==> config.mk <==
export PLATFORM = sky130hd
export DESIGN_NAME = fcc_ctrl
export DESIGN_NICKNAME = d
export VERILOG_FILES = /design/src/sv/fcc_pkg.sv /design/src/sv/fcc_ctrl.sv
export SDC_FILE = /design/constraint.sdc
export NUM_CORES = 1
export LEC_CHECK = 0
export BUFFER_PORTS_ARGS = -buffer_cell sky130_fd_sc_hd__buf_2
export CORE_MARGIN = 2
export CORE_UTILIZATION = 37
export DETAILED_ROUTE_END_ITERATION = 10
export MAX_ROUTING_LAYER = met4
export SLEW_MARGIN = 10
export SYNTH_ARGS = -nofsm -noshare
export SYNTH_HDL_FRONTEND = slang
export SYNTH_SLANG_ARGS = --single-unit
==> constraint.sdc <==
create_clock -name clk_i -period 1.79 [get_ports clk_i]
set_clock_uncertainty 0.1 [all_clocks]
set_input_delay 0.0895 -clock clk_i [delete_from_list [all_inputs] [get_ports clk_i]]
set_output_delay 0.0895 -clock clk_i [all_outputs]
set_load 0.01 [all_outputs]
==> src/sv/fcc_pkg.sv <==
`timescale 1ns / 1ps
// Shared types and constants for the FAT16 cluster chain engine.
// No dependencies; used by every module of the block except fcc_ram.
package fcc_pkg;

  localparam int unsigned CLUSTER_W  = 16;
  localparam int unsigned LEN_W      = 13;
  localparam int unsigned STATUS_W   = 2;
  localparam int unsigned CFG_IDX_W  = 1;
  localparam int unsigned CFG_DATA_W = 16;

  localparam logic [CLUSTER_W-1:0] LINK_END  = 16'hFFFF;
  localparam logic [CLUSTER_W-1:0] LINK_FREE = 16'h0000;

  localparam logic [STATUS_W-1:0] STAT_OK   = 2'd0;
  localparam logic [STATUS_W-1:0] STAT_NONE = 2'd1;
  localparam logic [STATUS_W-1:0] STAT_LONG = 2'd2;

  localparam logic [CFG_IDX_W-1:0] CFG_DATA_BASE      = 1'b0;
  localparam logic [CFG_IDX_W-1:0] CFG_ENTRIES_IN_USE = 1'b1;

  localparam logic [LEN_W-1:0] ENTRIES_RESET = 13'd4096;

  typedef enum logic [2:0] {
    OP_LOAD,
    OP_READ_RAW,
    OP_NEXT,
    OP_LAST,
    OP_PREV,
    OP_ALLOC,
    OP_FREE_CHAIN,
    OP_CLEAN
  } opcode_e;

  typedef struct packed {
    logic [2:0]           opcode;
    logic [CLUSTER_W-1:0] cluster;
    logic [CLUSTER_W-1:0] entry_value;
  } in_t;

  typedef struct packed {
    logic [CLUSTER_W-1:0] result_cluster;
    logic [STATUS_W-1:0]  status;
    logic                 table_dirty;
  } out_t;

  typedef enum logic [3:0] {
    S_IDLE,
    S_DISPATCH,
    S_READ_EVAL,
    S_NEXT_EVAL,
    S_LAST_CHK,
    S_LAST_EVAL,
    S_SCAN_CHK,
    S_SCAN_EVAL,
    S_ALLOC_LINK,
    S_ALLOC_END,
    S_FREE_CHK,
    S_FREE_EVAL,
    S_DONE
  } state_e;

  typedef enum logic [4:0] {
    ACT_NONE,
    ACT_CAPTURE,
    ACT_WR_LOAD,
    ACT_RD_CL,
    ACT_RD_IDX,
    ACT_RD_CUR_IDX,
    ACT_RD_CUR,
    ACT_RD_SCAN,
    ACT_RES_RDATA,
    ACT_RES_LINK,
    ACT_RES_CUR,
    ACT_RES_CL,
    ACT_RES_SCAN,
    ACT_SET_NONE,
    ACT_SET_LONG,
    ACT_CUR_LINK,
    ACT_SCAN_NEXT,
    ACT_FREE_STEP,
    ACT_WR_ENTRY,
    ACT_WR_END,
    ACT_DIRTY_SET,
    ACT_DIRTY_CLR
  } dp_act_e;

  typedef struct packed {
    dp_act_e act;
    logic    push;
  } dp_cmd_t;

  typedef struct packed {
    opcode_e op;
    logic    cl_in_range;
    logic    idx_in_range;
    logic    cl_is_base;
    logic    cl_below_base;
    logic    cl_zero;
    logic    entry_in_range;
    logic    cur_idx_in_range;
    logic    cur_raw_end;
    logic    cnt_at_n;
    logic    scan_done;
    logic    rd_end;
    logic    rd_next_zero;
    logic    rd_match;
    logic    out_busy;
  } dp_status_t;

endpackage

==> src/sv/fcc_ctrl.sv <==
`timescale 1ns / 1ps
// Sequencer of the cluster chain engine: one request at a time, one datapath
// action per cycle. Depends on fcc_pkg.
module fcc_ctrl (
  input  logic               clk_i,
  input  logic               rst_ni,
  input  logic               in_valid_i,
  output logic               in_stall_o,
  input  fcc_pkg::dp_status_t st_i,
  output fcc_pkg::dp_cmd_t    cmd_o
);

  fcc_pkg::state_e state_q, state_d;

  always_ff @(posedge clk_i or negedge rst_ni) begin
    if (!rst_ni) begin
      state_q <= fcc_pkg::S_IDLE;
    end else begin
      state_q <= state_d;
    end
  end

  assign in_stall_o = (state_q != fcc_pkg::S_IDLE);

  // next state
  always_comb begin
    state_d = state_q;
    case (state_q)
      fcc_pkg::S_IDLE: begin
        if (in_valid_i) state_d = fcc_pkg::S_DISPATCH;
      end
      fcc_pkg::S_DISPATCH: begin
        case (st_i.op)
          fcc_pkg::OP_READ_RAW:
            state_d = st_i.cl_in_range ? fcc_pkg::S_READ_EVAL : fcc_pkg::S_DONE;
          fcc_pkg::OP_NEXT:
            state_d = st_i.idx_in_range ? fcc_pkg::S_NEXT_EVAL : fcc_pkg::S_DONE;
          fcc_pkg::OP_LAST:
            state_d = st_i.cl_is_base ? fcc_pkg::S_DONE : fcc_pkg::S_LAST_CHK;
          fcc_pkg::OP_PREV:
            state_d = st_i.cl_below_base ? fcc_pkg::S_DONE : fcc_pkg::S_SCAN_CHK;
          fcc_pkg::OP_ALLOC:      state_d = fcc_pkg::S_SCAN_CHK;
          fcc_pkg::OP_FREE_CHAIN: state_d = fcc_pkg::S_FREE_CHK;
          default:                state_d = fcc_pkg::S_DONE;
        endcase
      end
      fcc_pkg::S_READ_EVAL: state_d = fcc_pkg::S_DONE;
      fcc_pkg::S_NEXT_EVAL: state_d = fcc_pkg::S_DONE;
      fcc_pkg::S_LAST_CHK: begin
        if (!st_i.cur_idx_in_range || st_i.cnt_at_n) state_d = fcc_pkg::S_DONE;
        else state_d = fcc_pkg::S_LAST_EVAL;
      end
      fcc_pkg::S_LAST_EVAL: begin
        if (st_i.rd_end || st_i.rd_next_zero) state_d = fcc_pkg::S_DONE;
        else state_d = fcc_pkg::S_LAST_CHK;
      end
      fcc_pkg::S_SCAN_CHK: begin
        state_d = st_i.scan_done ? fcc_pkg::S_DONE : fcc_pkg::S_SCAN_EVAL;
      end
      fcc_pkg::S_SCAN_EVAL: begin
        if (!st_i.rd_match) begin
          state_d = fcc_pkg::S_SCAN_CHK;
        end else if (st_i.op == fcc_pkg::OP_ALLOC && !st_i.cl_zero) begin
          state_d = fcc_pkg::S_ALLOC_LINK;
        end else begin
          state_d = fcc_pkg::S_DONE;
        end
      end
      fcc_pkg::S_ALLOC_LINK: state_d = fcc_pkg::S_ALLOC_END;
      fcc_pkg::S_ALLOC_END:  state_d = fcc_pkg::S_DONE;
      fcc_pkg::S_FREE_CHK: begin
        if (st_i.cur_raw_end || st_i.cnt_at_n) state_d = fcc_pkg::S_DONE;
        else state_d = fcc_pkg::S_FREE_EVAL;
      end
      fcc_pkg::S_FREE_EVAL: state_d = fcc_pkg::S_FREE_CHK;
      fcc_pkg::S_DONE: begin
        if (!st_i.out_busy) state_d = fcc_pkg::S_IDLE;
      end
      default: state_d = fcc_pkg::S_IDLE;
    endcase
  end

  // datapath action
  always_comb begin
    cmd_o.act  = fcc_pkg::ACT_NONE;
    cmd_o.push = 1'b0;
    case (state_q)
      fcc_pkg::S_IDLE: begin
        if (in_valid_i) cmd_o.act = fcc_pkg::ACT_CAPTURE;
      end
      fcc_pkg::S_DISPATCH: begin
        case (st_i.op)
          fcc_pkg::OP_LOAD:
            cmd_o.act = st_i.cl_in_range ? fcc_pkg::ACT_WR_LOAD : fcc_pkg::ACT_SET_NONE;
          fcc_pkg::OP_READ_RAW:
            cmd_o.act = st_i.cl_in_range ? fcc_pkg::ACT_RD_CL : fcc_pkg::ACT_SET_NONE;
          fcc_pkg::OP_NEXT:
            cmd_o.act = st_i.idx_in_range ? fcc_pkg::ACT_RD_IDX : fcc_pkg::ACT_SET_NONE;
          fcc_pkg::OP_LAST:
            cmd_o.act = st_i.cl_is_base ? fcc_pkg::ACT_RES_CL : fcc_pkg::ACT_NONE;
          fcc_pkg::OP_PREV:
            cmd_o.act = st_i.cl_below_base ? fcc_pkg::ACT_SET_NONE : fcc_pkg::ACT_NONE;
          fcc_pkg::OP_ALLOC:      cmd_o.act = fcc_pkg::ACT_NONE;
          fcc_pkg::OP_FREE_CHAIN: cmd_o.act = fcc_pkg::ACT_DIRTY_SET;
          default:                cmd_o.act = fcc_pkg::ACT_DIRTY_CLR;
        endcase
      end
      fcc_pkg::S_READ_EVAL: cmd_o.act = fcc_pkg::ACT_RES_RDATA;
      fcc_pkg::S_NEXT_EVAL: begin
        cmd_o.act = st_i.rd_end ? fcc_pkg::ACT_SET_NONE : fcc_pkg::ACT_RES_LINK;
      end
      fcc_pkg::S_LAST_CHK: begin
        if (!st_i.cur_idx_in_range) cmd_o.act = fcc_pkg::ACT_RES_CUR;
        else if (st_i.cnt_at_n) cmd_o.act = fcc_pkg::ACT_SET_LONG;
        else cmd_o.act = fcc_pkg::ACT_RD_CUR_IDX;
      end
      fcc_pkg::S_LAST_EVAL: begin
        if (st_i.rd_end || st_i.rd_next_zero) cmd_o.act = fcc_pkg::ACT_RES_CUR;
        else cmd_o.act = fcc_pkg::ACT_CUR_LINK;
      end
      fcc_pkg::S_SCAN_CHK: begin
        cmd_o.act = st_i.scan_done ? fcc_pkg::ACT_SET_NONE : fcc_pkg::ACT_RD_SCAN;
      end
      fcc_pkg::S_SCAN_EVAL: begin
        cmd_o.act = st_i.rd_match ? fcc_pkg::ACT_RES_SCAN : fcc_pkg::ACT_SCAN_NEXT;
      end
      fcc_pkg::S_ALLOC_LINK: begin
        // drop the link write when the cluster's table entry is out of range
        cmd_o.act = st_i.entry_in_range ? fcc_pkg::ACT_WR_ENTRY : fcc_pkg::ACT_NONE;
      end
      fcc_pkg::S_ALLOC_END: cmd_o.act = fcc_pkg::ACT_WR_END;
      fcc_pkg::S_FREE_CHK: begin
        if (st_i.cur_raw_end) cmd_o.act = fcc_pkg::ACT_NONE;
        else if (st_i.cnt_at_n) cmd_o.act = fcc_pkg::ACT_SET_LONG;
        else cmd_o.act = fcc_pkg::ACT_RD_CUR;
      end
      fcc_pkg::S_FREE_EVAL: cmd_o.act = fcc_pkg::ACT_FREE_STEP;
      fcc_pkg::S_DONE: begin
        cmd_o.push = !st_i.out_busy;
      end
      default: cmd_o.act = fcc_pkg::ACT_NONE;
    endcase
  end

endmodule

==> flow_summary.ini, run 1 <==
[synthesis]
synth_cell_types = 46
synthCells = 111
synthTopCellsByCount = 9 x nand2_1, 8 x buf_2, 8 x o21ai_0
syn-cell-area_um2 = 761
yosys.area.top_type = dfrtp_1
synthTopCellsByArea = dfrtp_1 13%, buf_2 5.3%, o21ai_0 5.3%
synth-seq-area-share = 0.132
synth_edf_count = 0
synth.most_common_cell = nand2_1
async_flop_share = 1.00
synth_top_area_share = 0.132
ys.warnings.count = 0
synth_nets = 131
yosys_most_used_dff = dfrtp_1
synth-seq-cells = 4
syn_area_per_cell_um2 = 6.85

[floorplan]
ios = 27
dieArea_um2 = 2430
die_y_um = 49.3
core_um2 = 1940
initial_core_util = 0.392
placementRows = 16
die_width_um = 49.3

[detailed_routing]
drtIter0Drc = 59
drc_errors = 0
vias_per_cell = 6.02
post_drt_wl_per_cell_um = 15.7
vias = 1083
wl_um = 2830
dr.pass1.iters = 4
drtAntennaViolNets = 0

[grt]
grt_use_total = 0.221
grt_first_pass_wirelength_um = 4070
grt_pass1_vias = 940
overflow = 0
grt_max_degree = 19
antenna_found_initial = 0

[cells_and_area]
final_cells = 180
largest_register_ffs = 4
multi_input_area_um2 = 707
seqCellArea_um2 = 101
fill_cells = 179
drive_gt1_frac = 0.477
area_delta_synth_final_pct = 59.2
fin_nets = 175
postLayoutCoreUtil = 0.624
reg.largest.list = state_q: 4 flops
antenna_cells = 0
max_flop_register = state_q

[min_path]
hold_path_class = input port to asynchronous set/reset pin

[place]
hpwl_um = 1720
place_congestion = 0.929
dp.cells = 161
dp_slack_ps = 53.4
port-buffer-count = 26

[clock_tree]
cts_sinks = 4
clk_pin_slew_ps = 40
cts_buffers = 3
cts_buffer_depth = 2
cts-root-buf = clkbuf_4
cts_tree = yes
clock_latency_ps = 250
htreeDepth = 1

[sta]
finalSetupTns_ps = -443
tightest_slew_ps = 298
finalSetupViolCount = 5
finalCriticalPeriod_ps = 1970
fmax_mhz = 507
finalHoldViolCount = 0
finalCritPeriodShare = 1.10
drv_slew = 0
rsz0062_at_grt = true
max-slew-margin-rel = 0.800
setup_slack_ps = -183

[worst_setup_path]
reg2reg_to = state_q[2]
worst_r2r_path_depth = 7
critPathMaxFanout = 7
startpoint_type = register
critPathCaptureType = primary output
worstSetupPathType = register to primary output
crit_required_ps = 1600
cp-startpoint = state_q[0]
reg2reg_slack_ps = 30
crit_arrival_ps = 1780
r2r_start = state_q[1]
crit_end = cmd_o[1]

[power]
ir_worst_vdd_mv = 0.609
powerDensity_nw_per_um2 = 1280
power_leakage_nw = 0.542
p_total_w = 0.00155

[run]
drv_cap = 0

[outcome]
failed_checks = setup timing
outcome = finished with violations
==> routing by layer <==
| metal | GRT usage | share of wire | wire (um) | up-vias |
|---|---|---|---|---|
| met3 | 0.0276 | 0.063 | 179 | 9 |
| met4 | 0.105 | 0.024 | 67 | 0 |
| li1 | - | - | - | 519 |
| met5 | - | 0 | 0 | - |
| met1 | 0.266 | 0.41 | 1160 | 502 |
| met2 | 0.363 | 0.50 | 1420 | 53 |
==> cell families after synthesis <==
kind of cell / count (synthesis) / synth area share
AO/OA/AOI/OAI: 43 / 0.406
buffers and inverters: 14 / 0.0822
flip-flops: 4 / 0.132
multiplexers: 2 / 0.0263
AND/OR/NAND/NOR: 48 / 0.354
==> how the worst min path moves through the flow <==
| stage | to | startpoint | slack [ps] | cells past startpoint |
|---|---|---|---|---|
| 2_1_floorplan | state_q[0] | rst_ni | -310 | 0 |
| 3_3_place_gp | state_q[1] | rst_ni | -210 | 1 |
| 6_report | state_q[0] | rst_ni | 80 | 2 |
| 4_1_cts | state_q[2] | rst_ni | 70 | 2 |
| 5_1_grt | state_q[0] | rst_ni | 100 | 2 |
| 3_5_place_dp | state_q[1] | rst_ni | -210 | 1 |
==> report_power, final <==
part           total [W]  internal, W  switching [W]
Sequential      0.000169     0.000131      0.0000376
Clock           0.000121    0.0000756      0.0000457
Combinational    0.00126     0.000620       0.000636
Total            0.00155     0.000827       0.000720
==> metrics by stage <==
| step | instance area, um^2 | hold WS (ps) |
|---|---|---|
| after floorplan | 761 | -306 |
| after global placement | 930 | -207 |
| after detailed placement | 930 | -206 |
| after CTS | 1070 | 68.4 |
| after global routing | 1210 | 95.9 |
| final | 1210 | 79.6 |
==> final cells by class <==
type                            instances  share of cell area
Timing Repair Buffer                   49               0.271
Clock buffer                            3              0.0186
Sequential cell                         4              0.0837
Inverter                                4              0.0155
Tap cell                               27              0.0279
Multi-Input combinational cell         93               0.584
==> layout by cell type (no fill, tap or decap), types with 4 or more instances in the layout <==
master and instances:
nor2_1 5, nand2_1 9, a21oi_1 5, buf_6 4
buf_2 26, a31oi_1 5, nor3_1 4, buf_4 17
o21ai_0 7
==> critical path: stages, from the launching register on <==
cell and delay, ps:
dfrtp_2 440, or3b_4 260, o21a_1 170, nor2_1 40, or4_1 460, buf_2 150
==> timing repair <==
| item | CTS | global route |
|---|---|---|
| setup endpoints to repair | 5 | 5 |
| hold endpoints to repair | 4 | 0 |
| gates resized for setup | 11 | 19 |
| cloned | 0 | 0 |
| pin swaps | 2 | 5 |
| setup buffers | 9 | 6 |
| hold buffers | 1 | 0 |
Note: power is estimated with default switching activity, not from simulation.
==> inputs of run 2 (changes only) <==
--- a/config.mk
+++ b/config.mk
@@ -10,6 +10,7 @@
 export CORE_UTILIZATION = 37
 export DETAILED_ROUTE_END_ITERATION = 10
 export MAX_ROUTING_LAYER = met4
+export PLACE_DENSITY = 0.73
 export SLEW_MARGIN = 10
 export SYNTH_ARGS = -nofsm -noshare
 export SYNTH_HDL_FRONTEND = slang
==> constraint.sdc (replaced) <==
create_clock -name clk_i -period 2.4 [get_ports clk_i]
set_clock_uncertainty 0.1 [all_clocks]
set_input_delay 0.12 -clock clk_i [delete_from_list [all_inputs] [get_ports clk_i]]
set_output_delay 0.12 -clock clk_i [all_outputs]
set_load 0.01 [all_outputs]
==> flow_summary.ini, run 2 (same netlist as run 1, synthesis figures left out) <==
[outcome]
outcome = complete, no violations

[grt]
grt_max_degree = 21
grt_use_total = 0.194
grt_first_pass_wirelength_um = 3650
antenna_found_initial = 0
overflow = 0
grt_pass1_vias = 859

[clock_tree]
cts_sinks = 4
clock_latency_ps = 250
cts-root-buf = clkbuf_4
htreeDepth = 1
cts_tree = yes
clk_pin_slew_ps = 40
post-cts-setup-buffer-count = 0
cts_buffer_depth = 2
cts_buffers = 3

[cells_and_area]
largest_register_ffs = 4
fin_area_um2 = 925
area_delta_synth_final_pct = 21.5
fin_nets = 155
reg.largest.list = state_q: 4 flops
fill_cells = 229
final_common_cell = buf_2
layout_common_cells = 26 x buf_2, 9 x nand2_1, 8 x o21ai_0, 7 x nor2_1
antenna_cells = 0
drive_gt1_frac = 0.278
final_cells = 160
max_flop_register = state_q

[floorplan]
placementRows = 16
ios = 27
die_y_um = 49.3
die_width_um = 49.3
dieArea_um2 = 2430
core_um2 = 1940
initial_core_util = 0.392

[detailed_routing]
vias_per_cell = 5.87
vias = 939
drtAntennaViolNets = 0
post_drt_wl_per_cell_um = 13.9
dr.pass1.iters = 4
drtIter0Drc = 26
drc_errors = 0
wl_um = 2220

[power]
pwr-share-seq = 0.196
p_sw_w = 0.000408
powerDensity_nw_per_um2 = 869
clock_power_share = 0.110
pwr-share-comb = 0.694
p_int_w = 0.000395
power_leakage_nw = 0.406
p_sw_frac = 0.508
ir_worst_vdd_mv = 0.327

[run]
drv_cap = 0

[place]
place_congestion = 0.941
port-buffer-count = 26
dp_slack_ps = 467
place_area_um2 = 892
dp.cells = 156
hpwl_um = 1680

[sta]
rsz0062_at_grt = false
finalCriticalPeriod_ps = 2240
drv_slew = 0
finalCritPeriodShare = 0.935
tightest_slew_ps = 443
setup_slack_ps = 157
fmax_mhz = 446
max-slew-margin-rel = 0.701
finalSetupTns_ps = 0
finalSetupViolCount = 0
finalHoldViolCount = 0

[worst_setup_path]
crit_required_ps = 2180
worstSetupPathType = register to primary output
critPathMaxFanout = 16
startpoint_type = register
critPathCaptureType = primary output
crit_arrival_ps = 2020

[min_path]
hold_path_class = input port to asynchronous set/reset pin
[run 2: cell count changes in the layout (fill, tap and decap cells not counted), sizes merged]
cell,delta
buf,-20
clkinvlp,-1
inv,+1
[run 2: worst max-delay path, stage by stage (launching register included)]
cell	delay (ps)
dfrtp_1	610
or4b_1	660
a21oi_1	250
a211o_1	130
buf_2	120
[run 2: worst paths after layout]
check	start	to	slack, ps	depth (start not counted)
max	state_q[0]	cmd_o[3]	160	4
min	rst_ni	state_q[1]	110	2
max reg2reg	state_q[0]	state_q[0]	480	4
min reg2reg	state_q[1]	state_q[3]	670	3
max in group asynchronous	rst_ni	state_q[2]	1970	2
min in group clk_i	st_i[12]	state_q[0]	140	3
[run 2: final cells by class]
cell class	count	area, um^2	share of cell area
clock buffer	3	22.5	0.0244
sequential	4	100	0.108
inverter	4	15.0	0.0162
timing repair buffer	29	155	0.168
multi-input combinational	93	598	0.647
tap	27	33.8	0.0365
[run 2: timing repair]
| action | CTS | global route |
|---|---|---|
| resized for setup | 0 | 0 |
| endpoints found under the hold margin | 4 | 0 |
| hold buffers | 1 | 0 |
[run 2: power by group through the flow]
stage          clock (W)  combinational (W)  sequential (W)
2_1_floorplan          0           0.000421        0.000123
3_3_place_gp           0           0.000542        0.000156
3_5_place_dp           0           0.000550        0.000157
4_1_cts        0.0000876           0.000555        0.000156
5_1_grt        0.0000915           0.000612        0.000166
6_report       0.0000882           0.000558        0.000158
[run 2: per-layer routing]
metal | up-vias | wire [um] | GRT usage
li1 | 472 | - | -
met1 | 419 | 1020 | 0.254
met2 | 44 | 996 | 0.309
met3 | 4 | 174 | 0.0153
met4 | 0 | 29 | 0.0714
met5 | - | 0 | -
[run 2: per-stage QoR]
stage,utilization,power [W],hold slack [ps]
CTS,0.476,0.000798,112
global placement,0.459,0.000698,-175
floorplan,-,0.000544,-276
global route,0.476,0.000870,143
finish,0.476,0.000803,105
detailed placement,0.459,0.000707,-171
==> inputs of run 3 (changes only) <==
--- a/config.mk
+++ b/config.mk
@@ -5,12 +5,14 @@
 export SDC_FILE = /design/constraint.sdc
 export NUM_CORES = 1
 export LEC_CHECK = 0
+export ABC_CLOCK_PERIOD_IN_PS = 2400
 export BUFFER_PORTS_ARGS = -buffer_cell sky130_fd_sc_hd__buf_2
 export CORE_MARGIN = 2
 export CORE_UTILIZATION = 37
 export DETAILED_ROUTE_END_ITERATION = 10
 export MAX_ROUTING_LAYER = met4
 export PLACE_DENSITY = 0.73
+export RECOVER_POWER = 50
 export SLEW_MARGIN = 10
 export SYNTH_ARGS = -nofsm -noshare
 export SYNTH_HDL_FRONTEND = slang
==> constraint.sdc (replaced) <==
create_clock -name clk_i -period 2.4 [get_ports clk_i]
set_clock_uncertainty 0.1 [all_clocks]
set_input_delay 0.36 -clock clk_i [delete_from_list [all_inputs] [get_ports clk_i]]
set_output_delay 0.36 -clock clk_i [all_outputs]
set_load 0.01 [all_outputs]
==> flow_summary.ini, run 3 (same netlist as run 1, synthesis figures left out) <==
[min_path]
hold_path_class = input port to register

[power]
powerDensity_nw_per_um2 = 866
power_leakage_nw = 0.409
ir_worst_vdd_mv = 0.304

[cells_and_area]
drive_gt1_frac = 0.291
max_flop_register = state_q
antenna_cells = 0
final_cells = 161
final_common_cell = buf_2
layout_common_cells = 25 x buf_2, 9 x nand2_1, 8 x o21ai_0, 7 x nor2_1
reg.largest.list = state_q: 4 flops
area_delta_synth_final_pct = 23.0
fin_nets = 156
largest_register_ffs = 4
fin_area_um2 = 936

[floorplan]
ios = 27
core_um2 = 1940
die_width_um = 49.3
initial_core_util = 0.392
die_y_um = 49.3
dieArea_um2 = 2430
placementRows = 16

[grt]
grt_max_degree = 21
grt_first_pass_wirelength_um = 3620
overflow = 0
grt_pass1_vias = 834
antenna_found_initial = 0
grt_use_total = 0.191

[place]
place_area_um2 = 900
hpwl_um = 1630
dp.cells = 157
port-buffer-count = 26
place_congestion = 0.897
dp_slack_ps = 288

[worst_setup_path]
cp_slowest_cell = or4_1
path_buf_inv = 2
startpoint_type = register
worstSetupPathType = register to primary output
crit_arrival_ps = 1820
cp_cell_sequence = buf_4 > nand2b_1 > o21a_1 > nor2_1 > or4_1 > buf_2
cpLargestDelayFamily = simple AND/OR/NAND/NOR gates
max_stage_delay_ps = 500
critPathCaptureType = primary output
crit_required_ps = 1940
critPathMaxFanout = 10

[detailed_routing]
wl_um = 2150
vias_per_cell = 5.98
drc_errors = 0
drtAntennaViolNets = 0
drtIter0Drc = 36
post_drt_wl_per_cell_um = 13.4
dr.pass1.iters = 4
vias = 962

[clock_tree]
cts-root-buf = clkbuf_4
cts_sinks = 4
post-cts-setup-buffer-count = 0
clock_latency_ps = 240
htreeDepth = 1
cts_buffer_depth = 2
cts_buffers = 3
cts_tree = yes
clk_pin_slew_ps = 40

[sta]
fmax_mhz = 438
finalHoldViolCount = 0
hold_ws_ps = 363
finalCriticalPeriod_ps = 2280
finalSetupTns_ps = 0
max-slew-margin-rel = 0.752
drv_slew = 0
finalSetupViolCount = 0
tightest_slew_ps = 366
finalCritPeriodShare = 0.951
setup_slack_ps = 117

[run]
drv_cap = 0

[outcome]
outcome = complete, no violations
-- run 3: changes by cell type in the layout (fill, tap and decap cells not counted) --
cell      before  now
or4b_1         1    0
buf_4          2    3
dfrtp_2        0    1
dfrtp_1        4    3
buf_2         26   25
clkbuf_1       0    1
or4b_4         0    1
-- run 3: report_power, final --
| part | switching (W) | internal (W) | total (W) |
|---|---|---|---|
| Sequential | 0.0000444 | 0.0000977 | 0.000142 |
| Combinational | 0.000328 | 0.000255 | 0.000583 |
| Clock | 0.0000289 | 0.0000560 | 0.0000850 |
-- run 3: layer usage --
layer	GRT usage	wire length [um]	up-vias
met4	0.0714	11	0
li1	-	-	475
met5	-	0	-
met1	0.264	1010	440
met3	0.0123	144	2
met2	0.291	981	45
-- run 3: worst min-delay path, delay by kind of cell --
| kind | cells | cell delay (ps) |
|---|---|---|
| AND/OR/NAND/NOR | 1 | 90 |
| buffers and inverters | 1 | 130 |
| AO/OA/AOI/OAI | 1 | 80 |
-- run 3: through the flow --
stage	total power (W)	utilization
after floorplan	0.000544	-
after global placement	0.000701	0.463
after CTS	0.000796	0.480
after global routing	0.000884	0.482
final	0.000810	0.482
after detailed placement	0.000708	0.463
-- run 3: worst paths after layout --
path	start	endpoint	slack (ps)	depth (start not counted)
min	st_i[12]	state_q[0]	360	3
max in group asynchronous	rst_ni	state_q[0]	1620	2
min in group asynchronous	rst_ni	state_q[3]	390	2
max reg2reg	state_q[0]	state_q[3]	700	5
max	state_q[0]	cmd_o[1]	120	6
min reg2reg	state_q[1]	state_q[3]	580	2
-- run 3: repair_timing --
action	in CTS	in global routing
resized for setup	0	2
setup endpoints to repair	0	4
hold buffers	1	0
hold endpoints to repair	4	0
-- run 3: final cells by class --
cell class              count  area [um^2]
flip-flops and latches      4          101
multi-input cells          93          602
repair buffers             30          161
well taps                  27         33.8
inverters                   4         15.0
fillers                   216         1010
clock buffers               3         22.5
